[src/design/yay0_pkg.sv]
// Shared types and constants for the Yay0 decoder core.
// No dependencies; every other design file but yay0_ram imports this package.
package yay0_pkg;

	// Field and state widths
	localparam int POS_W      = 24;
	localparam int MASK_W     = 32;
	localparam int LINK_W     = 16;
	localparam int BYTE_W     = 8;
	localparam int DATA_W     = 64;
	localparam int CNT_W      = 4;
	localparam int BITS_W     = 6;
	localparam int LEN_W      = 9;
	localparam int DIST_W     = 13;
	localparam int OFFS_W     = 12;
	localparam int CODE_W     = 4;
	localparam int SLOT_W     = 3;

	// History buffer
	localparam int HIST_DEPTH = 4096;
	localparam int HIST_AW    = $clog2(HIST_DEPTH);

	// Default lane packing (bytes per result)
	localparam int LANE_BYTES_DEF = 8;

	// Length coding of a link halfword
	localparam int LEN_BIAS = 2;
	localparam int EXT_BIAS = 18;

	// Request opcodes
	localparam logic OP_LOAD   = 1'b0;
	localparam logic OP_DECODE = 1'b1;

	// Controller to datapath commands
	typedef struct packed {
		logic accept_en;  // feed channel may take a request
		logic single_out; // finish a one-result request
		logic setup_copy; // start a back-copy
		logic issue;      // read one history byte
		logic flush_out;  // hand a packed lane to the result register
	} ctrl_cmd_t;

	// Datapath to controller status
	typedef struct packed {
		logic item_taken; // request accepted this cycle
		logic single;     // latched request yields exactly one result
		logic out_free;   // result register can load this cycle
		logic can_issue;  // lane has room and copy has bytes left
		logic s1_busy;    // a history read is in flight
		logic rem_zero;   // copy fully issued
	} dp_status_t;

endpackage

[src/design/yay0_ctrl.sv]
// Sequencing state machine of the Yay0 decoder: dispatch, history reads, lane flush.
// Depends on yay0_pkg for the command and status structs.
module yay0_ctrl (
	input  logic                 clk,
	input  logic                 arst_n,
	input  yay0_pkg::dp_status_t stat,
	output yay0_pkg::ctrl_cmd_t  cmd
);
	import yay0_pkg::*;

	typedef enum logic [1:0] {
		ST_IDLE,
		ST_DISPATCH,
		ST_READ,
		ST_FLUSH
	} state_t;

	state_t state_q;
	logic   ready_q;

	// State register and registered request-ready
	always_ff @(posedge clk or negedge arst_n) begin
		if (!arst_n) begin
			state_q <= ST_IDLE;
			ready_q <= 1'b1;
		end else begin
			unique case (state_q)
				ST_IDLE: begin
					if (stat.item_taken) begin
						state_q <= ST_DISPATCH;
						ready_q <= 1'b0;
					end
				end
				ST_DISPATCH: begin
					if (!stat.single) begin
						state_q <= ST_READ;
					end else if (stat.out_free) begin
						state_q <= ST_IDLE;
						ready_q <= 1'b1;
					end
				end
				ST_READ: begin
					if (!stat.can_issue) begin
						state_q <= ST_FLUSH;
					end
				end
				ST_FLUSH: begin
					if (!stat.s1_busy && stat.out_free) begin
						if (stat.rem_zero) begin
							state_q <= ST_IDLE;
							ready_q <= 1'b1;
						end else begin
							state_q <= ST_READ;
						end
					end
				end
				default: begin
					state_q <= ST_IDLE;
					ready_q <= 1'b1;
				end
			endcase
		end
	end

	// Command decode
	always_comb begin
		cmd            = '0;
		cmd.accept_en  = ready_q;
		unique case (state_q)
			ST_IDLE: begin
			end
			ST_DISPATCH: begin
				cmd.single_out = stat.single && stat.out_free;
				cmd.setup_copy = !stat.single;
			end
			ST_READ: begin
				cmd.issue = stat.can_issue;
			end
			ST_FLUSH: begin
				cmd.flush_out = !stat.s1_busy && stat.out_free;
			end
			default: begin
			end
		endcase
	end

endmodule

[config.mk]
export PLATFORM = sky130hd
export DESIGN_NAME = yay0_ctrl
export DESIGN_NICKNAME = d
export VERILOG_FILES = /design/src/design/yay0_pkg.sv /design/src/design/yay0_ctrl.sv
export SDC_FILE = /design/constraint.sdc
export NUM_CORES = 1
export LEC_CHECK = 0
export BUFFER_PORTS_ARGS = -buffer_cell sky130_fd_sc_hd__buf_2
export CAP_MARGIN = 40
export CORE_AREA = 2 2 39 41
export CTS_CLUSTER_DIAMETER = 150
export CTS_CLUSTER_SIZE = 10
export DETAILED_ROUTE_END_ITERATION = 10
export DIE_AREA = 0 0 41 43
export GPL_ROUTABILITY_DRIVEN = 1
export HOLD_SLACK_MARGIN = 0.05
export PLACE_DENSITY_LB_ADDON = 0.25
export SETUP_SLACK_MARGIN = 0.05
export SKIP_CTS_REPAIR_TIMING = 1
export SYNTH_ARGS = -nofsm -noshare
export SYNTH_HDL_FRONTEND = slang
export SYNTH_SLANG_ARGS = --single-unit
[constraint.sdc]
create_clock -name clk -period 1.2 [get_ports clk]
set_input_delay 0.12 -clock clk [delete_from_list [all_inputs] [get_ports clk]]
set_output_delay 0.12 -clock clk [all_outputs]
set_load 0.03 [all_outputs]
After elaboration in Yosys (flattened, before gate mapping)
Index checks and enable logic that the tools add are counted.
W data, S select, Z words.

operators by class
  $mul = 0
  eq/ne operators = 10
  reductions and logical operators = 8
  order comparisons = 0
  shifts and indexed selects = 0
  $add $sub $neg = 0
  multiplexer cells = 16
  bitwise logic cells = 0
  divide/modulo/power cells = 0

operator list
  kind                  number
  $mux W2               7
  $ne A2 B2 Y1 const B  6
  $pmux W2 S4           1
  $mux W1               7
  $reduce_and A6 Y1     1
  $eq A2 B2 Y1 const B  2
  $reduce_and A4 Y1     1
  $ne A3 B3 Y1 const B  1
  $pmux W1 S3           1
  $reduce_bool A3 Y1    1
  $eq A2 B1 Y1 const B  1
  $logic_and A1 B1 Y1   2
  $logic_not A1 Y1      2
  $logic_not A2 Y1      1

storage, ports and cells
  output and inout bits = 5
  word-level logic and storage cells = 36
  bits in writable memories = 0
  bits in read-only memories = 0
  bits in latches = 0
  register bits = 3
  memories kept = 0
  input port bits = 8

Longest topological paths before layout
  depth in word-level cells = 4
  depth in mapped cells = 4
  mapped depth without buffers = 3

Worst setup path before layout
OpenSTA, ideal clock, no wires.

  path kind = reg2reg
  from = reg state_q[1]
  to = reg state_q[1]
  buffers on the path = 1
  required time = 1.134 ns
  clock period less this slack = 1.291 ns
  path slack = -0.091 ns
  stages on the path, launching flop included = 5
  setup time = 0.066 ns
  data arrival time = 1.224 ns
  cells stage by stage = dfrtp_1 > buf_4 > nand2b_1 > nor2_1 > a21o_1

on the way
  cells in the longest elaborated chain, start to end = 3
  elaborated cells between the ends (all ways) = 10
  those cells by class = eq/ne (7); mux (1); reduce/logical (2)

ends and longest elaborated chain
  item                                                                  line             RTL
  start: declaration                                                    yay0_ctrl.sv:18  state_t state_q;
  start signal: assignment                                              yay0_ctrl.sv:24  state_q <= ST_IDLE;
  start signal: assignment                                              yay0_ctrl.sv:30  state_q <= ST_DISPATCH;
  start signal: assignment                                              yay0_ctrl.sv:36  state_q <= ST_READ;
  $eq A2 B1 Y1 (tied with other cells)                                  yay0_ctrl.sv:27  unique case (state_q)
  $ne A3 B3 Y1 (no source line) / $ne A2 B2 Y1 (equally long branches)  -
  $reduce_and A4 Y1 (no source line)                                    -

Several ways; a longest one is shown, not always the timed one.
A chain may end at the register's enable or synchronous reset.

==> flow_metrics.py <==
metrics = {
    "outcome": {
        "status": "finished with violations",
        "violations": "negative setup slack",
    },
    "power_and_ir_drop": {
        "power.total_w": 0.0008795,
        "p_comb_share_pct": 51.1,
        "power.share.clock_pct": 20.3,
        "power_frac_seq_pct": 28.6,
        "leakage_nw": 0.1799,
        "ir_drop_v": 0.0006393,
        "switching_share_pct": 41.51,
        "p_int_w": 0.0005144,
        "switchingPower_w": 0.0003651,
        "power.density_mw_per_mm2": 2351,
    },
    "placement": {
        "dpl-instance-area_um2": 282.8,
        "dpl.hpwl_um": 438.9,
        "pre_cts_ws_ns": 0.1652,
        "place.gp.congestion": 0.7060,
        "portBuffers": 12,
    },
    "drt": {
        "drtIter0Drc": 2,
        "wirelength_um": 631,
        "ant_nets": 0,
        "viasPerCell": 4.263,
        "post_drt_wl_per_cell_um": 11.07,
        "drc_errors": 0,
        "first_pass_iters": 2,
        "vias": 243,
    },
    "synthesis": {
        "yosysTopAreaCellShare_pct": 24.39,
        "ys_seq_elements": 3,
        "syn-cell-area_um2": 205.2,
        "yosysWarnings": 0,
        "synthCells": 24,
        "yosysUniqueCellTypes": 19,
        "synth.top_cells.by_area": "dfrtp_1 24%, dfstp_2 13%, buf_4 7.3%",
        "seq_area_frac_synth_pct": 37.20,
        "yosysTopAreaCell": "dfrtp_1",
        "syn_nets": 32,
        "syn_area_per_cell_um2": 8.550,
    },
    "sta": {
        "rsz0062_at_grt": "yes",
        "skew_ns": 0.002072,
        "tns_ns": -0.01291,
        "worst_pin_slew_ns": 0.2226,
        "finalSetupViolations": 2,
        "max_freq_mhz": 826.8,
        "slew_violations": 0,
        "min_period_ns": 1.210,
        "setup_ws_ns": -0.009547,
        "hold_viol_final": 0,
        "finalCritPeriodShare_pct": 100.8,
        "maxSlewHeadroom_pct": 85.06,
    },
    "clock_tree": {
        "clkTransAtPathRegs_ns": 0.04,
        "insertion_delay_ns": 0.23,
        "cts_max_level": 1,
        "cts.sinks": 3,
        "cts_made_buffers": 3,
        "root_buffer": "clkbuf_4",
        "cts_buffer_depth": 2,
        "cts_tree": "built",
    },
    "critical_path": {
        "path_cells": "buf_6 -> and3b_1 -> buf_6",
        "critPathMostFrequentCell": "buf_6",
        "path_depth": 3,
        "crit_path_end_kind": "output port",
        "r2r_cells": 4,
        "crit_slowest_cell": "dfrtp_1",
        "critPathKind": "register to output port",
        "cp-start-kind": "register",
        "crit_buf_inv": 2,
        "cp.required_ns": 1.08,
        "worst_path_dominant_cell_family": "flip-flops",
        "worst_path_largest_cell_delay_ns": 0.41,
        "crit_path_max_fanout": 6,
        "critPathArrivalTime_ns": 1.09,
        "r2r_slack_ns": 0.17,
    },
    "finish": {
        "finalInstanceArea_um2": 374.1,
        "layout_common_cells": "8 x buf_2, 5 x buf_6, 3 x clkbuf_4",
        "fin_util_pct": 27.03,
        "multi_input_area_um2": 128.9,
        "final_nets": 50,
        "final_common_cell": "buf_2",
        "nFillCells": 167,
        "drive_gt1_share_pct": 56.10,
        "seq_area_um2": 77.57,
        "antenna_cells": 0,
        "syn_to_final_growth_pct": 82.32,
    },
    "global_route": {
        "grt_pass1_wl_um": 910,
        "grt_overflow_total": 0,
        "grt_pass1_vias": 205,
        "grt_max_degree": 8,
        "grt_usage_pct": 8.342,
        "antenna_found_initial": 0,
    },
    "floorplanning": {
        "die_y_um": 43,
        "rows": 14,
        "io-pin-count": 13,
        "die_w_um": 41,
        "die_area_mm2": 0.001763,
        "fp.coreArea_mm2": 0.001384,
        "initial_core_util_pct": 14.83,
    },
    "hold_path": {
        "hold_path.class": "input pin to register",
        "hold_depth": 3,
    },
    "job": {
        "cap_viol_max_count": 0,
    },
}
[layer usage]
layer / track usage (%) / vias up / part of all wire (%) / wire (um)
met5: 0 / - / 0 / 0
met4: 4.000 / 0 / 0 / 0
met3: 6.806 / 0 / 11 / 68
met2: 8.750 / 13 / 47 / 294
met1: 11.61 / 112 / 42 / 268
li1: - / 118 / - / -
[area by class of cell]
| cell class | instances | share of cell area (%) |
|---|---|---|
| inverters | 2 | 2.007 |
| clock buffers | 4 | 7.023 |
| multi-input cells | 17 | 34.45 |
| repair buffers | 15 | 30.43 |
| well taps | 16 | 5.351 |
| flip-flops and latches | 3 | 20.74 |
[final timing paths]
path,end,from
setup / recovery,cmd[1],state_q[1]
hold / removal,ready_q,stat[0]
setup reg to reg,ready_q,state_q[1]
hold reg to reg,ready_q,ready_q
max in group asynchronous,ready_q,arst_n
min in group asynchronous,state_q[1],arst_n
[synth_stat cells, drive strengths merged]
cell and count:
dfstp 1, nand2b 1, nand2 2, o21ai 2
nor3b 1, and3b 1, inv 2, a21o 1
and3 1, a311oi 1, a211oi 1, dfrtp 2
buf 2, o22ai 1, a21oi 1, nand3 1
and2b 1, nor2 2
[cell families after synthesis]
kind of cell / synth area share (%)
AND/OR/NAND/NOR: 29.89
flip-flops: 37.20
AO/OA/AOI/OAI: 21.95
buffers and inverters: 10.97
[power groups by stage]
stage	logic, W	clock network (W)	registers, W
6_report	0.000449	0.000179	0.000252
5_1_grt	0.000491	0.000200	0.000264
4_1_cts	0.000346	0.000187	0.000232
3_5_place_dp	0.000345	0	0.000232
3_3_place_gp	0.000348	0	0.000229
2_1_floorplan	0.000293	0	0.000202
[worst min-delay path, stage by stage]
cell      delay (ns)
buf_2           0.10
nand3_2         0.08
a311oi_1        0.09
[flip-flops by register name, summed over array words and instances (netlist names)]
register and count:
ready_q 1, state_q 2
[stage by stage]
step           hold slack [ns]  cells
2_1_floorplan          -0.1756     24
3_3_place_gp          -0.08089     51
3_5_place_dp          -0.08310     51
4_1_cts                -0.3334     55
5_1_grt                 0.1900     57
6_report                0.1682     57
(Power assumes the default switching activity.)
